## config.mk

```make
export PLATFORM = sky130hd
export DESIGN_NAME = json_string_unescape_utf8
export DESIGN_NICKNAME = d
export VERILOG_FILES = /design/src/rtl/jsu_pkg.sv /design/src/rtl/json_string_unescape_utf8.sv /design/src/rtl/jsu_front.sv /design/src/rtl/jsu_cmd_fifo.sv /design/src/rtl/jsu_back.sv
export SDC_FILE = /design/constraint.sdc
export NUM_CORES = 1
export LEC_CHECK = 0
export ABC_AREA = 1
export BUFFER_PORTS_ARGS = -buffer_cell sky130_fd_sc_hd__buf_2
export CAP_MARGIN = 30
export CORE_MARGIN = 2
export CORE_UTILIZATION = 56
export DETAILED_ROUTE_END_ITERATION = 12
export GPL_TIMING_DRIVEN = 0
export PLACE_DENSITY_LB_ADDON = 0.08
export SYNTH_ARGS = -nofsm -noshare
export SYNTH_HDL_FRONTEND = slang
export SYNTH_SLANG_ARGS = --single-unit
```

## constraint.sdc

```tcl
create_clock -name clk -period 3.2 [get_ports clk]
set_input_delay 0.32 -clock clk [delete_from_list [all_inputs] [get_ports clk]]
set_output_delay 0.32 -clock clk [all_outputs]
set_load 0.005 [all_outputs]
```

## src/rtl/jsu_pkg.sv

```systemverilog
// ============================================================================
// jsu_pkg
// Shared types, character codes and the UTF-8 encoder for the JSON string
// unescaper.
// ============================================================================
package jsu_pkg;

    // Width of the decoded length counter. The reported length saturates at
    // the counter maximum and again at the 16-bit port maximum.
    localparam int LENGTH_BITS = 16;

    // Depth of the command queue between the parser and the byte emitter.
    // It must be a power of two so the pointers wrap on their own.
    localparam int FIFO_DEPTH    = 4;
    localparam int FIFO_PTR_BITS = $clog2(FIFO_DEPTH);

    localparam logic [7:0] CH_QUOTE     = 8'h22;
    localparam logic [7:0] CH_BACKSLASH = 8'h5C;
    localparam logic [7:0] CH_SLASH     = 8'h2F;
    localparam logic [7:0] CH_B         = 8'h62;
    localparam logic [7:0] CH_F         = 8'h66;
    localparam logic [7:0] CH_N         = 8'h6E;
    localparam logic [7:0] CH_R         = 8'h72;
    localparam logic [7:0] CH_T         = 8'h74;
    localparam logic [7:0] CH_U         = 8'h75;
    localparam logic [7:0] CH_SPACE     = 8'h20;
    localparam logic [7:0] CH_DIGIT_0   = 8'h30;
    localparam logic [7:0] CH_DIGIT_9   = 8'h39;
    localparam logic [7:0] CH_LOWER_A   = 8'h61;
    localparam logic [7:0] CH_LOWER_F   = 8'h66;
    localparam logic [7:0] CH_UPPER_A   = 8'h41;
    localparam logic [7:0] CH_UPPER_F   = 8'h46;

    localparam logic [7:0] BYTE_BS  = 8'h08;
    localparam logic [7:0] BYTE_FF  = 8'h0C;
    localparam logic [7:0] BYTE_LF  = 8'h0A;
    localparam logic [7:0] BYTE_CR  = 8'h0D;
    localparam logic [7:0] BYTE_TAB = 8'h09;

    // Top six bits of high and low surrogates.
    localparam logic [5:0] SUR_HIGH_TAG = 6'b110110;
    localparam logic [5:0] SUR_LOW_TAG  = 6'b110111;
    localparam logic [20:0] SUPPLEMENTARY_BASE = 21'h10000;

    typedef enum logic [3:0] {
        ERR_NONE         = 4'd0,
        ERR_NO_QUOTE     = 4'd1,
        ERR_CONTROL      = 4'd2,
        ERR_BAD_ESCAPE   = 4'd3,
        ERR_BAD_UNICODE  = 4'd4,
        ERR_MISSING_PAIR = 4'd5,
        ERR_BAD_LOW      = 4'd6,
        ERR_UNTERM_ESC   = 4'd7,
        ERR_UNTERM_STR   = 4'd8
    } err_code_t;

    typedef enum logic [2:0] {
        FS_IDLE,
        FS_STR,
        FS_ESC,
        FS_HEX,
        FS_SUR_BS,
        FS_SUR_U,
        FS_HEX2
    } fstate_t;

    typedef enum logic [1:0] {
        CMD_BYTES,
        CMD_DONE,
        CMD_ERROR
    } cmd_kind_t;

    typedef struct packed {
        logic [3:0][7:0] bytes;  // bytes[0] goes out first
        logic [1:0]      nm1;    // number of bytes minus one
    } utf8_t;

    typedef struct packed {
        cmd_kind_t kind;
        utf8_t     data;
        err_code_t err;
        logic      esc;
    } cmd_t;

    function automatic utf8_t utf8_encode(input logic [20:0] cp);
        utf8_t r;
        r.bytes = '0;
        if (cp < 21'h80) begin
            r.nm1      = 2'd0;
            r.bytes[0] = cp[7:0];
        end
        else if (cp < 21'h800) begin
            r.nm1      = 2'd1;
            r.bytes[0] = {3'b110, cp[10:6]};
            r.bytes[1] = {2'b10, cp[5:0]};
        end
        else if (cp < 21'h10000) begin
            r.nm1      = 2'd2;
            r.bytes[0] = {4'b1110, cp[15:12]};
            r.bytes[1] = {2'b10, cp[11:6]};
            r.bytes[2] = {2'b10, cp[5:0]};
        end
        else begin
            r.nm1      = 2'd3;
            r.bytes[0] = {5'b11110, cp[20:18]};
            r.bytes[1] = {2'b10, cp[17:12]};
            r.bytes[2] = {2'b10, cp[11:6]};
            r.bytes[3] = {2'b10, cp[5:0]};
        end
        return r;
    endfunction

endpackage

```

## src/rtl/json_string_unescape_utf8.sv

```systemverilog
// ============================================================================
// json_string_unescape_utf8
// Streaming JSON string unescaper with UTF-8 output for unicode escapes.
//
// Channel   Handshake      Payload
// input     push / full    in_byte, end_of_input
// result    pop / empty    out_byte, byte_valid, string_done, error_code,
//                          decoded_length, had_escapes, last
//
// One input byte is taken per cycle while the command queue has room. A
// result item passes through the command queue and an output register.
// A completed unicode escape yields up to four items, sent one per cycle
// by the emitter while results are popped, so the emitter sets the result
// rate at one item per cycle. Stalls on the result side fill the four-entry
// command queue before full rises. Reset leaves the block idle, awaiting
// an opening quote, with the queue and the output register empty.
// ============================================================================
module json_string_unescape_utf8
    import jsu_pkg::*;
(
    input  logic        clk,
    input  logic        rst_n,
    input  logic        push,
    output logic        full,
    input  logic [7:0]  in_byte,
    input  logic        end_of_input,
    output logic        empty,
    input  logic        pop,
    output logic [7:0]  out_byte,
    output logic        byte_valid,
    output logic        string_done,
    output logic [3:0]  error_code,
    output logic [15:0] decoded_length,
    output logic        had_escapes,
    output logic        last
);

    logic accept;
    logic cmd_push;
    cmd_t cmd;
    cmd_t head;
    logic head_empty;
    logic head_pop;

    assign accept = push && !full;

    jsu_front u_front (
        .clk          (clk),
        .rst_n        (rst_n),
        .accept       (accept),
        .in_byte      (in_byte),
        .end_of_input (end_of_input),
        .cmd_push     (cmd_push),
        .cmd          (cmd)
    );

    jsu_cmd_fifo u_fifo (
        .clk     (clk),
        .rst_n   (rst_n),
        .wr_en   (cmd_push),
        .wr_data (cmd),
        .full    (full),
        .rd_en   (head_pop),
        .rd_data (head),
        .empty   (head_empty)
    );

    jsu_back u_back (
        .clk            (clk),
        .rst_n          (rst_n),
        .head           (head),
        .head_empty     (head_empty),
        .head_pop       (head_pop),
        .empty          (empty),
        .pop            (pop),
        .out_byte       (out_byte),
        .byte_valid     (byte_valid),
        .string_done    (string_done),
        .error_code     (error_code),
        .decoded_length (decoded_length),
        .had_escapes    (had_escapes),
        .last           (last)
    );

endmodule

```

## src/rtl/jsu_front.sv

```systemverilog
// ============================================================================
// jsu_front
// Parser: accepts raw string bytes, tracks escape and surrogate state, and
// turns each byte into at most one command for the byte emitter.
// ============================================================================
module jsu_front
    import jsu_pkg::*;
(
    input  logic       clk,
    input  logic       rst_n,
    input  logic       accept,
    input  logic [7:0] in_byte,
    input  logic       end_of_input,
    output logic       cmd_push,
    output cmd_t       cmd
);

    fstate_t     state_reg, state_next;
    logic [15:0] acc_reg, acc_next;
    logic [9:0]  hs_reg, hs_next;
    logic [1:0]  cnt_reg, cnt_next;
    logic        esc_reg, esc_next;

    logic [4:0]  hex;
    logic [15:0] acc_shift;
    logic [20:0] pair_cp;

    function automatic logic [4:0] hexval(input logic [7:0] c);
        logic [4:0] r;
        if (c >= CH_DIGIT_0 && c <= CH_DIGIT_9) begin
            r = {1'b1, 4'(c - CH_DIGIT_0)};
        end
        else if (c >= CH_LOWER_A && c <= CH_LOWER_F) begin
            r = {1'b1, 4'(c - CH_LOWER_A + 8'd10)};
        end
        else if (c >= CH_UPPER_A && c <= CH_UPPER_F) begin
            r = {1'b1, 4'(c - CH_UPPER_A + 8'd10)};
        end
        else begin
            r = 5'd0;
        end
        return r;
    endfunction

    always_ff @(posedge clk or negedge rst_n)
    begin
        if (!rst_n)
        begin
            state_reg <= FS_IDLE;
            acc_reg   <= '0;
            hs_reg    <= '0;
            cnt_reg   <= '0;
            esc_reg   <= 1'b0;
        end
        else
        begin
            state_reg <= state_next;
            acc_reg   <= acc_next;
            hs_reg    <= hs_next;
            cnt_reg   <= cnt_next;
            esc_reg   <= esc_next;
        end
    end

    always_comb
    begin
        hex       = hexval(in_byte);
        acc_shift = {acc_reg[11:0], hex[3:0]};
        pair_cp   = SUPPLEMENTARY_BASE + {1'b0, hs_reg, acc_shift[9:0]};

        state_next = state_reg;
        acc_next   = acc_reg;
        hs_next    = hs_reg;
        cnt_next   = cnt_reg;
        esc_next   = esc_reg;

        cmd_push       = 1'b0;
        cmd.kind       = CMD_BYTES;
        cmd.data.bytes = '0;
        cmd.data.nm1   = 2'd0;
        cmd.err        = ERR_NONE;
        cmd.esc        = esc_reg;

        if (accept)
        begin
            case (state_reg)
                FS_IDLE:
                begin
                    if (end_of_input || in_byte != CH_QUOTE)
                    begin
                        cmd_push = 1'b1;
                        cmd.kind = CMD_ERROR;
                        cmd.err  = ERR_NO_QUOTE;
                    end
                    else
                    begin
                        state_next = FS_STR;
                    end
                end
                FS_STR:
                begin
                    if (end_of_input)
                    begin
                        cmd_push = 1'b1;
                        cmd.kind = CMD_ERROR;
                        cmd.err  = ERR_UNTERM_STR;
                    end
                    else if (in_byte == CH_QUOTE)
                    begin
                        cmd_push = 1'b1;
                        cmd.kind = CMD_DONE;
                    end
                    else if (in_byte == CH_BACKSLASH)
                    begin
                        esc_next   = 1'b1;
                        state_next = FS_ESC;
                    end
                    else if (in_byte < CH_SPACE)
                    begin
                        cmd_push = 1'b1;
                        cmd.kind = CMD_ERROR;
                        cmd.err  = ERR_CONTROL;
                    end
                    else
                    begin
                        cmd_push          = 1'b1;
                        cmd.data.bytes[0] = in_byte;
                    end
                end
                FS_ESC:
                begin
                    if (end_of_input)
                    begin
                        cmd_push = 1'b1;
                        cmd.kind = CMD_ERROR;
                        cmd.err  = ERR_UNTERM_ESC;
                    end
                    else
                    begin
                        state_next = FS_STR;
                        cmd_push   = 1'b1;
                        case (in_byte)
                            CH_QUOTE, CH_BACKSLASH, CH_SLASH: cmd.data.bytes[0] = in_byte;
                            CH_B: cmd.data.bytes[0] = BYTE_BS;
                            CH_F: cmd.data.bytes[0] = BYTE_FF;
                            CH_N: cmd.data.bytes[0] = BYTE_LF;
                            CH_R: cmd.data.bytes[0] = BYTE_CR;
                            CH_T: cmd.data.bytes[0] = BYTE_TAB;
                            CH_U:
                            begin
                                cmd_push   = 1'b0;
                                state_next = FS_HEX;
                                acc_next   = '0;
                                cnt_next   = '0;
                            end
                            default:
                            begin
                                cmd.kind = CMD_ERROR;
                                cmd.err  = ERR_BAD_ESCAPE;
                            end
                        endcase
                    end
                end
                FS_HEX, FS_HEX2:
                begin
                    if (end_of_input || !hex[4])
                    begin
                        cmd_push = 1'b1;
                        cmd.kind = CMD_ERROR;
                        cmd.err  = ERR_BAD_UNICODE;
                    end
                    else if (cnt_reg != 2'd3)
                    begin
                        acc_next = acc_shift;
                        cnt_next = cnt_reg + 2'd1;
                    end
                    else
                    begin
                        acc_next = '0;
                        cnt_next = '0;
                        if (state_reg == FS_HEX)
                        begin
                            if (acc_shift[15:10] == SUR_HIGH_TAG)
                            begin
                                hs_next    = acc_shift[9:0];
                                state_next = FS_SUR_BS;
                            end
                            else
                            begin
                                state_next = FS_STR;
                                cmd_push   = 1'b1;
                                cmd.data   = utf8_encode({5'd0, acc_shift});
                            end
                        end
                        else if (acc_shift[15:10] != SUR_LOW_TAG)
                        begin
                            cmd_push = 1'b1;
                            cmd.kind = CMD_ERROR;
                            cmd.err  = ERR_BAD_LOW;
                        end
                        else
                        begin
                            hs_next    = '0;
                            state_next = FS_STR;
                            cmd_push   = 1'b1;
                            cmd.data   = utf8_encode(pair_cp);
                        end
                    end
                end
                FS_SUR_BS:
                begin
                    if (end_of_input || in_byte != CH_BACKSLASH)
                    begin
                        cmd_push = 1'b1;
                        cmd.kind = CMD_ERROR;
                        cmd.err  = ERR_MISSING_PAIR;
                    end
                    else
                    begin
                        state_next = FS_SUR_U;
                    end
                end
                FS_SUR_U:
                begin
                    if (end_of_input || in_byte != CH_U)
                    begin
                        cmd_push = 1'b1;
                        cmd.kind = CMD_ERROR;
                        cmd.err  = ERR_MISSING_PAIR;
                    end
                    else
                    begin
                        state_next = FS_HEX2;
                        acc_next   = '0;
                        cnt_next   = '0;
                    end
                end
                default:
                begin
                    state_next = FS_IDLE;
                end
            endcase

            // Closing quotes and errors leave the parser idle with all state cleared.
            if (cmd_push && cmd.kind != CMD_BYTES)
            begin
                state_next = FS_IDLE;
                acc_next   = '0;
                hs_next    = '0;
                cnt_next   = '0;
                esc_next   = 1'b0;
            end
        end
    end

endmodule

```

## src/rtl/jsu_cmd_fifo.sv

```systemverilog
// ============================================================================
// jsu_cmd_fifo
// Short command queue between the parser and the byte emitter.
// ============================================================================
module jsu_cmd_fifo
    import jsu_pkg::*;
(
    input  logic clk,
    input  logic rst_n,
    input  logic wr_en,
    input  cmd_t wr_data,
    output logic full,
    input  logic rd_en,
    output cmd_t rd_data,
    output logic empty
);

    cmd_t                     mem [FIFO_DEPTH];
    logic [FIFO_PTR_BITS-1:0] wr_ptr_reg;
    logic [FIFO_PTR_BITS-1:0] rd_ptr_reg;
    logic [FIFO_PTR_BITS:0]   count_reg;

    assign full    = (count_reg == (FIFO_PTR_BITS + 1)'(FIFO_DEPTH));
    assign empty   = (count_reg == '0);
    assign rd_data = mem[rd_ptr_reg];

    always_ff @(posedge clk)
    begin
        if (wr_en)
        begin
            mem[wr_ptr_reg] <= wr_data;
        end
    end

    always_ff @(posedge clk or negedge rst_n)
    begin
        if (!rst_n)
        begin
            wr_ptr_reg <= '0;
            rd_ptr_reg <= '0;
            count_reg  <= '0;
        end
        else
        begin
            if (wr_en)
            begin
                wr_ptr_reg <= wr_ptr_reg + 1'b1;
            end
            if (rd_en)
            begin
                rd_ptr_reg <= rd_ptr_reg + 1'b1;
            end
            if (wr_en && !rd_en)
            begin
                count_reg <= count_reg + 1'b1;
            end
            else if (rd_en && !wr_en)
            begin
                count_reg <= count_reg - 1'b1;
            end
        end
    end

endmodule

```

## src/rtl/jsu_back.sv

```systemverilog
// ============================================================================
// jsu_back
// Byte emitter: expands queued commands into result items, one per cycle
// unless stalled, keeps the decoded length count, holds the result register.
// ============================================================================
module jsu_back
    import jsu_pkg::*;
(
    input  logic        clk,
    input  logic        rst_n,
    input  cmd_t        head,
    input  logic        head_empty,
    output logic        head_pop,
    output logic        empty,
    input  logic        pop,
    output logic [7:0]  out_byte,
    output logic        byte_valid,
    output logic        string_done,
    output logic [3:0]  error_code,
    output logic [15:0] decoded_length,
    output logic        had_escapes,
    output logic        last
);

    logic                   out_valid_reg, out_valid_next;
    logic [LENGTH_BITS-1:0] len_reg, len_next;
    logic [1:0]             idx_reg, idx_next;

    logic [7:0]  byte_reg, byte_next;
    logic        bv_reg, bv_next;
    logic        done_reg, done_next;
    logic [3:0]  err_reg, err_next;
    logic [15:0] olen_reg, olen_next;
    logic        esc_reg, esc_next;
    logic        last_reg, last_next;

    logic                   advance;
    logic                   item_last;
    logic [LENGTH_BITS-1:0] len_inc;
    logic [LENGTH_BITS-1:0] item_len;
    logic [31:0]            item_len_wide;

    always_comb
    begin
        advance   = !head_empty && (!out_valid_reg || pop);
        item_last = (head.kind != CMD_BYTES) || (idx_reg == head.data.nm1);
        len_inc   = (len_reg != '1) ? len_reg + 1'b1 : len_reg;
        head_pop  = advance && item_last;

        out_valid_next = out_valid_reg;
        len_next       = len_reg;
        idx_next       = idx_reg;
        item_len       = len_reg;

        byte_next = byte_reg;
        bv_next   = bv_reg;
        done_next = done_reg;
        err_next  = err_reg;
        esc_next  = esc_reg;
        last_next = last_reg;

        if (advance)
        begin
            out_valid_next = 1'b1;
            idx_next       = item_last ? 2'd0 : idx_reg + 2'd1;
            esc_next       = head.esc;
            last_next      = item_last;
            case (head.kind)
                CMD_BYTES:
                begin
                    byte_next = head.data.bytes[idx_reg];
                    bv_next   = 1'b1;
                    done_next = 1'b0;
                    err_next  = ERR_NONE;
                    item_len  = len_inc;
                    len_next  = len_inc;
                end
                CMD_DONE:
                begin
                    byte_next = 8'd0;
                    bv_next   = 1'b0;
                    done_next = 1'b1;
                    err_next  = ERR_NONE;
                    len_next  = '0;
                end
                default:
                begin
                    byte_next = 8'd0;
                    bv_next   = 1'b0;
                    done_next = 1'b0;
                    err_next  = head.err;
                    len_next  = '0;
                end
            endcase
        end
        else if (pop)
        begin
            out_valid_next = 1'b0;
        end

        item_len_wide = 32'(item_len);
        olen_next     = (item_len_wide > 32'h0000_FFFF) ? 16'hFFFF : item_len_wide[15:0];
        if (!advance)
        begin
            olen_next = olen_reg;
        end
    end

    always_ff @(posedge clk or negedge rst_n)
    begin
        if (!rst_n)
        begin
            out_valid_reg <= 1'b0;
            len_reg       <= '0;
            idx_reg       <= '0;
        end
        else
        begin
            out_valid_reg <= out_valid_next;
            len_reg       <= len_next;
            idx_reg       <= idx_next;
        end
    end

    always_ff @(posedge clk)
    begin
        byte_reg <= byte_next;
        bv_reg   <= bv_next;
        done_reg <= done_next;
        err_reg  <= err_next;
        olen_reg <= olen_next;
        esc_reg  <= esc_next;
        last_reg <= last_next;
    end

    assign empty          = !out_valid_reg;
    assign out_byte       = byte_reg;
    assign byte_valid     = bv_reg;
    assign string_done    = done_reg;
    assign error_code     = err_reg;
    assign decoded_length = olen_reg;
    assign had_escapes    = esc_reg;
    assign last           = last_reg;

endmodule

```

Yosys cells after proc, flatten, opt, wreduce, memory -nomap -nowiden:

Memories as Yosys holds them, arrays and structs flattened.
Index checks and enable logic that the tools add are counted.

* add/subtract/negate cells: 13
* bitwise gates (word level): 0
* equal/unequal tests: 42
* muxes and demuxes: 141
* order comparisons: 13
* multiply operators: 0
* reductions and logical operators: 40
* shifts and indexed selects: 0
* divide/modulo/power cells: 0

Operators with widths (number)
* $mux W26: 16
* $mux W34: 4
* $mux W10: 9
* $mux W16: 5
* $mux W40: 2
* $mux W12: 6
* $mux W24: 3
* $mux W8: 8
* $mux W3: 19
* $eq A8 B7 Y1 const B: 7
* $mux W2: 24
* $pmux W8 S6: 1
* $mux W18: 2
* $pmux W12 S3: 1
* $mux W1: 26
* $pmux W4 S6: 1
* $pmux W8 S3: 1
* $add A17 B20 Y21 const A: 1
* $lt A21 B12 Y1 const B: 1
* $lt A21 B17 Y1 const B: 1
* $lt A21 B8 Y1 const B: 1
* $ne A3 B3 Y1 const B: 7
* $mux W4: 5
* $pmux W3 S6: 1
* other kinds (48): 97

* bits in read-only memories: 0
* latch bits: 0
* RAM bits: 164
* register bits: 86
* input bits: 13
* output and inout bits: 34
* memories: 1
* word-level logic and storage cells: 268

Memories
* u_fifo.mem: words 4, width 41, rd ports 1, clocked after Yosys merged registers in 0, write ports 1, line jsu_cmd_fifo.sv:18 `cmd_t mem [FIFO_DEPTH];`

Logic depth before layout (Yosys ltp):

Gate-level depths: netlist of run 1.

* depth in word-level cells: 28
* mapped depth: 18
* depth with buffers taken out: 17

Cells and area by module:

A second synthesis of run 1 with hierarchy kept.

* cell total of the unflattened synthesis: 1428
* area, all modules: 13085.0 sq um

By module, submodules not included
* jsu_cmd_fifo: seq. area each 5099.9 sq um, instances 1, area each 6865.3 sq um, cells each 526
* jsu_front: seq. area each 700.7 sq um, instances 1, area each 3460.8 sq um, cells each 567
* jsu_back: seq. area each 1436.4 sq um, instances 1, area each 2748.9 sq um, cells each 333
* json_string_unescape_utf8: seq. area each 0.0 sq um, instances 1, area each 10.0 sq um, cells each 2

Least setup slack after synthesis of run 1:

OpenSTA, ideal clock, no wires.

* path kind: input port to flip-flop
* start: input in_byte[1]
* end: memory u_fifo.mem[0][0] (netlist name), enable pin
* required time: 2769 ps
* stages on the path: 11
* library setup time: 431 ps
* data arrival time: 2991 ps
* slack: -223 ps
* path buffers: 0
* cells stage by stage: inv_1 -> ha_1 -> o21ai_0 -> nand2_1 -> nand2_2 -> nand2_4 -> nand2_2 -> nand2_1 -> nand3_1 -> nand2_1 -> nor2_1

* cells in the longest elaborated chain, start to end: 13
* elaborated cells between the ends (all ways): 37
* those cells by class: order compare: 6; eq/ne: 6; mux: 17; reduce/logical: 8

RTL lines
* from (decl): line json_string_unescape_utf8.sv:25 `input logic [7:0] in_byte,`
* $ge A8 B7 Y1 / $le A8 B7 Y1 (equally long branches): line jsu_front.sv:36 `else if (c >= CH_UPPER_A && c <= CH_UPPER_F) begin`
* $logic_and A1 B1 Y1: line jsu_front.sv:36
* $mux W5: line jsu_front.sv:36
* $mux W5: line jsu_front.sv:33 `else if (c >= CH_LOWER_A && c <= CH_LOWER_F) begin`
* $mux W5: line jsu_front.sv:30 `if (c >= CH_DIGIT_0 && c <= CH_DIGIT_9) begin`
* $logic_not A1 Y1: line jsu_front.sv:166 `if (end_of_input || !hex[4])`
* $logic_or A1 B1 Y1: line jsu_front.sv:166
* $mux W1: line jsu_front.sv:166
* $pmux W1 S6 (*): line jsu_front.sv:86 `case (state_reg)`
* $mux W1 (*) (2 in series): line jsu_front.sv:84 `if (accept)`
* $mux W1 (*): line jsu_cmd_fifo.sv:29 `if (wr_en)`
* $mux W1 (not written as such) (*): line jsu_cmd_fifo.sv:31 `mem[wr_ptr_reg] <= wr_data;`
* to (decl): line jsu_cmd_fifo.sv:18

Every way passes the cells marked *; elsewhere a longest branch is shown, timed or not. The select of a mux whose other input is x is not followed.

Worst setup path in the final report of run 1:

* start: register u_front.state_reg[2]
* end: register u_fifo.count_reg[2]

* cells in the longest elaborated chain, start to end: 10
* elaborated cells between the ends (all ways): 19
* those cells by class: eq/ne: 6; mux: 7; reduce/logical: 6

RTL lines
* from (decl): line jsu_front.sv:18 `fstate_t state_reg, state_next;`
* from (signal assigned): line jsu_front.sv:57 `state_reg <= state_next;`
* $eq A3 B2 Y1: line jsu_front.sv:86, jsu_front.sv:181
* $mux W1: line jsu_front.sv:181 `if (state_reg == FS_HEX)`
* $mux W1: line jsu_front.sv:172 `else if (cnt_reg != 2'd3)`
* $mux W1: line jsu_front.sv:166
* $pmux W1 S6 (*): line jsu_front.sv:86
* $mux W1 (*) (2 in series): line jsu_front.sv:84
* named net cmd_push: line json_string_unescape_utf8.sv:39 `logic cmd_push;`
* $logic_not A1 Y1: line jsu_cmd_fifo.sv:57 `else if (rd_en && !wr_en)`
* $logic_and A1 B1 Y1: line jsu_cmd_fifo.sv:57
* $reduce_bool A2 Y1 (no line)
* to (signal assigned): line jsu_cmd_fifo.sv:55 `count_reg <= count_reg + 1'b1;`
* to (signal assigned): line jsu_cmd_fifo.sv:59 `count_reg <= count_reg - 1'b1;`
* to (decl): line jsu_cmd_fifo.sv:21 `logic [FIFO_PTR_BITS:0] count_reg;`

The timed path passes the listed nets; every way through them passes the cells marked *. The select of a mux whose other input is x is not followed.
A chain may end at the register's enable or synchronous reset.

==> metrics, run 1 <==
DRC=0; final antenna diode count=0; total power draw=9950 uW; synthesized net count=~1.3k; Root Driver=clkbuf_16; Worst Setup End Kind=flip-flop; H-tree levels=1; final hold violations=0; Slew Limit Fails=0; post-synthesis sequential area ratio=between 50% and 60%; Required @ worst endpoint=around 3.6 ns; worst slew pin tran=0.904 ns; max reg flops=148; post-synthesis cell area=11,700 sq um; Initial Utilization=a little under three fifths; final WL=between 30 and 40 mm; insertion delay to the later sink of the worst-skew pair=between 0.5 and 0.6 ns; DIE AREA=around 22,000 sq um; Worst VDD drop=~0.00047 V; R2R Path End=u_fifo.count_reg[2]; Total Routing Usage GR=roughly 28%; reg-to-reg slack, setup=between 0.2 and 0.25 ns; Endpoint, Worst Hold=u_back.out_valid_reg; initial antenna violation count=0; first-pass GRT wire length=between 40 and 50 mm; Clock Path Buffers=3; Startpoint Class=flip-flop; yosys warns=0; Max Cap Viol=0; Core Area=~20,000 sq um; Die Width=149 um; drt first pass iters=6; Leak=0.00513 uW; placed cell area=between 10,000 and 15,000 sq um; clk_skew=between 0.01 and 0.015 ns; vias in the first global route=roughly 9.1k; die height=between 100 and 150 um; DR vias/cell=between 5 and 6; cell accounting for the most synthesized area=edfxtp_1; PwrDens=~750 nW/um^2; final setup violation count=0; Iter 0 DRT Violations=882; TritonCTS Sinks=234; GP Congestion=roughly 0.99; Synth Flop Type=edfxtp_1; Reg2Reg Depth=16; Final HPWL DP=~22 mm; FMAX=between 0.3 and 0.4 GHz; reg2reg start=u_front.state_reg[2]; FF+latch count, synth=between 200 and 250; CTS Buf Count=25; post-DR wirelength/cell=about 19 um; RSZ-0062 raised after global routing=false; CTS tree=built; synthesized instance count=around 1.3k; top-count cell post-synth=nand2_1; share of cells above drive strength 1=between 10% and 20%; fill cell count=between 1.5k and 2k; Final min period=~3 ns; Final period util=a little over nine tenths; synth cell count leaders=234 x nand2_1, 180 x edfxtp_1, 174 x nor2_1; area added between synthesis and finish=13.1%; largest net degree at the start of global routing=35; IO Pins=47; Avg Inst Size Synth=about 9.3 sq um; final design instance area without fill=about 13,000 sq um; # rows=52; PortBufs=between 40 and 50; GR Overflow Total=0; EDFF count, synth=180; via count=9,482; Hold Crit Start=pop; outcome=finished, final reports clean; Synth cell types=48; share of the synthesized area in the top cell type=between 40% and 50%; Setup Crit Path Kind=flip-flop to flip-flop; remaining antenna violation count=0; Worst Path Arrival=3.42 ns; Synth async-reset ratio=23.1%; Hold WC Path Type=input port to flip-flop; Final #Nets=approximately 1.4k; Crit Path Max Fanout=10; Worst-path clk slew=around 0.060 ns; Area contributors post-synth=edfxtp_1 46%, dfrtp_1 12%, nand2_1 7.5%; WHS Path Cells=4; Slew headroom=between 30% and 40%
-- repair_timing --
item,in CTS,in global routing
endpoints found under the hold margin,20,0
setup endpoints to repair,2,2
hold buffers,1,0
gates resized for setup,4,7
setup buffers,1,0
-- final cells by class --
type | instances | area, sq um | share of cell area [%]
Buffer | 54 | 241 | 1.82
Clock inverter | 10 | 92.6 | 0.699
Inverter | 115 | 438 | 3.31
Sequential cell | 234 | 6760 | 51.0
Clock buffer | 35 | 663 | 5.01
Timing Repair Buffer | 51 | 368 | 2.78
Multi-Input combinational cell | 858 | 4340 | 32.8
Tap cell | 270 | 338 | 2.55
-- where the power goes --
| part | internal [uW] | switching (uW) |
|---|---|---|
| combinational | 957 | 2210 |
| clock | 1530 | 1150 |
| sequential | 3960 | 147 |
-- kinds of logic (layout without fill, tap and decap cells) --
| group | count (synthesis) | count (layout) | share of synthesized area [%] |
|---|---|---|---|
| adders and majority gates | 14 | 14 | 1.56 |
| and+or+nand+nor | 571 | 571 | 21.3 |
| AOI/OAI and AO/OA | 261 | 261 | 12.7 |
| DFF | 234 | 234 | 57.7 |
| muxes | 2 | 2 | 0.182 |
| buffers and inverters | 169 | 265 | 5.75 |
| xor gates and xnor gates | 10 | 10 | 0.748 |
-- metrics by stage --
stage	setup TNS, ns	std cells	hold WS (ns)	setup WS [ns]	util, %
after floorplan	-32.96	1261	0.0244	-0.223	-
after global placement	-289.06	1574	0.493	-2.02	60.2
after detailed placement	-2.29	1580	0.364	-0.383	61.0
after CTS	0	1627	0.0504	0.00394	64.9
after global routing	0	1627	0.124	0.0316	65.0
final	0	1627	0.0949	0.201	65.0
-- critical path, stage by stage (launching register included) --
cell and delay, ns:
dfrtp_1 0.45, inv_2 0.14, nand3_2 0.19, o21ai_1 0.17
buf_4 0.20, nand2_1 0.09, a21oi_1 0.16, nor3_1 0.07
nand3_2 0.13, nand2_4 0.13, inv_1 0.14, ha_1 0.16
inv_1 0.07, fa_1 0.38, a21oi_1 0.14, o21ai_0 0.11
xor2_1 0.15
-- per-layer routing --
| metal | GRT usage [%] | vias up | routed length [um] |
|---|---|---|---|
| met3 | 3.59 | 82 | 1980 |
| met1 | 37.6 | 4490 | 12400 |
| met2 | 47.8 | 366 | 14900 |
| met4 | 10.1 | 0 | 1150 |
| met5 | 0 | - | 0 |
| li1 | - | 4544 | - |
-- how the worst max path moves through the flow --
| stage | from | end | slack [ns] | cells after the start |
|---|---|---|---|---|
| 2_1_floorplan | in_byte[1] | u_fifo.mem[0][0] | -0.22 | 11 |
| 5_1_grt | u_front.state_reg[2] | u_fifo.count_reg[2] | 0.03 | 16 |
| 4_1_cts | u_fifo.count_reg[0] | u_fifo.count_reg[2] | 0.004 | 11 |
| 3_3_place_gp | in_byte[0] | u_fifo.mem[0][2] | -2.02 | 12 |
| 3_5_place_dp | u_fifo.count_reg[0] | u_fifo.count_reg[1] | -0.38 | 9 |
| 6_report | u_front.state_reg[2] | u_fifo.count_reg[2] | 0.20 | 16 |
-- cells in the final DEF (no fill, tap or decap), drive strengths merged, types with 2 or more instances in the layout --
cell / Yosys / routed
a211oi: 6 / 6
a21oi: 33 / 33
a31oi: 11 / 11
a32o: 2 / 2
a32oi: 2 / 2
buf: 16 / 66
clkbuf: 38 / 73
clkinv: 1 / 8
clkinvlp: 0 / 2
dfrtp: 54 / 54
edfxtp: 180 / 180
ha: 13 / 13
inv: 114 / 114
nand2: 246 / 246
nand3: 97 / 97
nand4: 23 / 23
nor2: 184 / 184
nor3: 14 / 14
nor4: 5 / 5
o2111ai: 2 / 2
o211ai: 14 / 14
o21ai: 150 / 150
o221ai: 13 / 13
o22ai: 24 / 24
o31ai: 2 / 2
xnor2: 2 / 2
xor2: 8 / 8
Note: power is estimated with default switching activity, not from simulation.
==> inputs of run 2 (changes only) <==
--- a/config.mk
+++ b/config.mk
@@ -11,7 +11,9 @@
 export CORE_MARGIN = 2
 export CORE_UTILIZATION = 56
 export DETAILED_ROUTE_END_ITERATION = 12
+export GPL_ROUTABILITY_DRIVEN = 0
 export GPL_TIMING_DRIVEN = 0
+export MAX_ROUTING_LAYER = met4
 export PLACE_DENSITY_LB_ADDON = 0.08
 export SYNTH_ARGS = -nofsm -noshare
 export SYNTH_HDL_FRONTEND = slang
==> run 2 against run 1 <==
Clock power about the same; via count up 1.5%; sequential share of layout area down 0.058 points; first-iteration DRC count down 5.2%.
==> metrics, run 2 (same netlist as run 1, synthesis figures left out) <==
outcome=finished, final reports clean; total power draw=approximately 10000 uW; DRC=0; Hold WC Path Type=input port to flip-flop; Initial Utilization=a little under three fifths; post-layout util=between 60% and 70%; Setup WS post-layout=around 0.20 ns; area added between synthesis and finish=13.2%; clk_skew=about 0.011 ns; first-pass GRT wire length=between 40 and 50 mm; Final HPWL DP=between 20 and 25 mm; R2R Path End=u_fifo.count_reg[2]; final hold violations=0; # rows=52; reg2reg start=u_fifo.rd_ptr_reg[1]; Root Driver=clkbuf_16; Leak=slightly above 0.005 uW; vias in the first global route=about 9.1k; final antenna diode count=0; CTS Buf Count=25; die height=roughly 150 um; Die Width=149 um; post-DR wirelength/cell=roughly 19 um; RSZ-0062 raised after global routing=false; final WL=just over 30 mm; Setup Crit Path Kind=flip-flop to flip-flop; Clock Path Buffers=3; worst slew pin tran=~0.8 ns; DR vias/cell=roughly 5.9; Reg2Reg Depth=14; largest net degree at the start of global routing=35; Required @ worst endpoint=around 3.6 ns; IO Pins=47; most frequent cells in the layout=232 x nand2_1, 180 x edfxtp_1, 170 x nor2_1; final setup violation count=0; Place WS=-0.326 ns; share of cells above drive strength 1=10.8%; PortBufs=43; placed cell area=around 12,000 sq um; most common cell after layout, fill and taps aside=nand2_1; fill cell count=between 1.5k and 2k; Worst-path clk slew=about 0.06 ns; final design instance area without fill=13,300 sq um; GR Overflow Total=0; Final period util=93.6%; Hold Crit Start=pop; reg-to-reg slack, setup=between 0.2 and 0.25 ns; Iter 0 DRT Violations=around 840; insertion delay to the later sink of the worst-skew pair=0.53 ns; Worst Setup End Kind=flip-flop; Worst Path Arrival=approximately 3.4 ns; FMAX=0.334 GHz; initial antenna violation count=0; TritonCTS Sinks=between 200 and 250; H-tree levels=1; Worst Setup SP=u_fifo.rd_ptr_reg[1]; via count=approximately 9.6k; Final min period=3.00 ns; Crit Path Max Fanout=10; remaining antenna violation count=0; DIE AREA=22,100 sq um; Startpoint Class=flip-flop; CTS tree=built; Final #Nets=about 1.4k; Total Routing Usage GR=roughly 28%; Slew headroom=around 46%; Core Area=20,400 sq um; Slew Limit Fails=0; Max Cap Viol=0; drt first pass iters=7; end point of the critical path=u_fifo.count_reg[2]; PwrDens=~750 nW/um^2; Worst VDD drop=roughly 0.00047 V; max reg flops=between 100 and 150; hold slack=roughly 0.13 ns
run 2: cell types whose count changed in the layout (fill, tap and decap cells not counted):
cell and change:
clkinv_2 -2, nand3_4 +1, clkbuf_8 +1, o21ai_2 +1, buf_16 +1, clkbuf_1 -7
nand3_2 -2, nand2_1 +1, nand3_1 +1, buf_12 -1, o21ai_1 -1, nand2_2 -1
clkinv_1 +7
run 2: worst min path at each step:
stage,to,slack (ns),cells after the start
after detailed placement,u_front.esc_reg,0.36,1
after floorplan,u_back.idx_reg[0],0.02,0
after global routing,u_back.out_valid_reg,0.15,4
after CTS,u_back.out_valid_reg,0.07,4
final,u_back.out_valid_reg,0.13,4
after global placement,u_back.len_reg[14],0.49,2
run 2: cell type report:
class / count / area [sq um] / share of cell area (%)
inverter: 115 / 438 / 3.30
buffer: 54 / 241 / 1.82
sequential: 234 / 6760 / 51.0
tap: 270 / 338 / 2.55
timing repair buffer: 51 / 375 / 2.83
clock buffer: 29 / 651 / 4.91
clock inverter: 15 / 109 / 0.821
multi-input combinational: 858 / 4350 / 32.8
run 2: per-layer routing:
metal / routed length (um) / vias up / GRT usage (%)
met5: 0 / - / -
met4: 1040 / 0 / 9.86
met3: 2140 / 83 / 3.40
met2: 14600 / 443 / 46.0
met1: 12500 / 4557 / 37.4
li1: - / 4545 / -
run 2: critical path, cell delays in order (launching register included):
cell and delay, ns:
dfrtp_1 0.36, buf_2 0.20, inv_2 0.09, buf_2 0.26, a32o_1 0.26, nand2_2 0.17
inv_4 0.15, nand2_1 0.11, nand2_1 0.25, ha_1 0.20, inv_1 0.06, fa_1 0.37
a21oi_1 0.14, o21ai_0 0.11, xor2_1 0.15
run 2: stage by stage:
| step | instances | TNS, ns |
|---|---|---|
| after floorplan | 1261 | -32.96 |
| after global placement | 1574 | -276.48 |
| after detailed placement | 1580 | -2.65 |
| after CTS | 1626 | 0 |
| after global routing | 1626 | 0 |
| final | 1626 | 0 |
run 2: power by group:
part           internal [uW]  total, uW  switching [uW]
Combinational            956       3180            2220
Sequential              3960       4110             150
Clock                   1530       2680            1150
Total                   6450       9970            3520
run 2: what timing repair did:
action,in CTS,in global routing
gates resized for setup,4,7
setup buffers,1,0
hold buffers,1,0
pin swaps,0,0
hold endpoints to repair,20,0
setup endpoints to repair,2,36
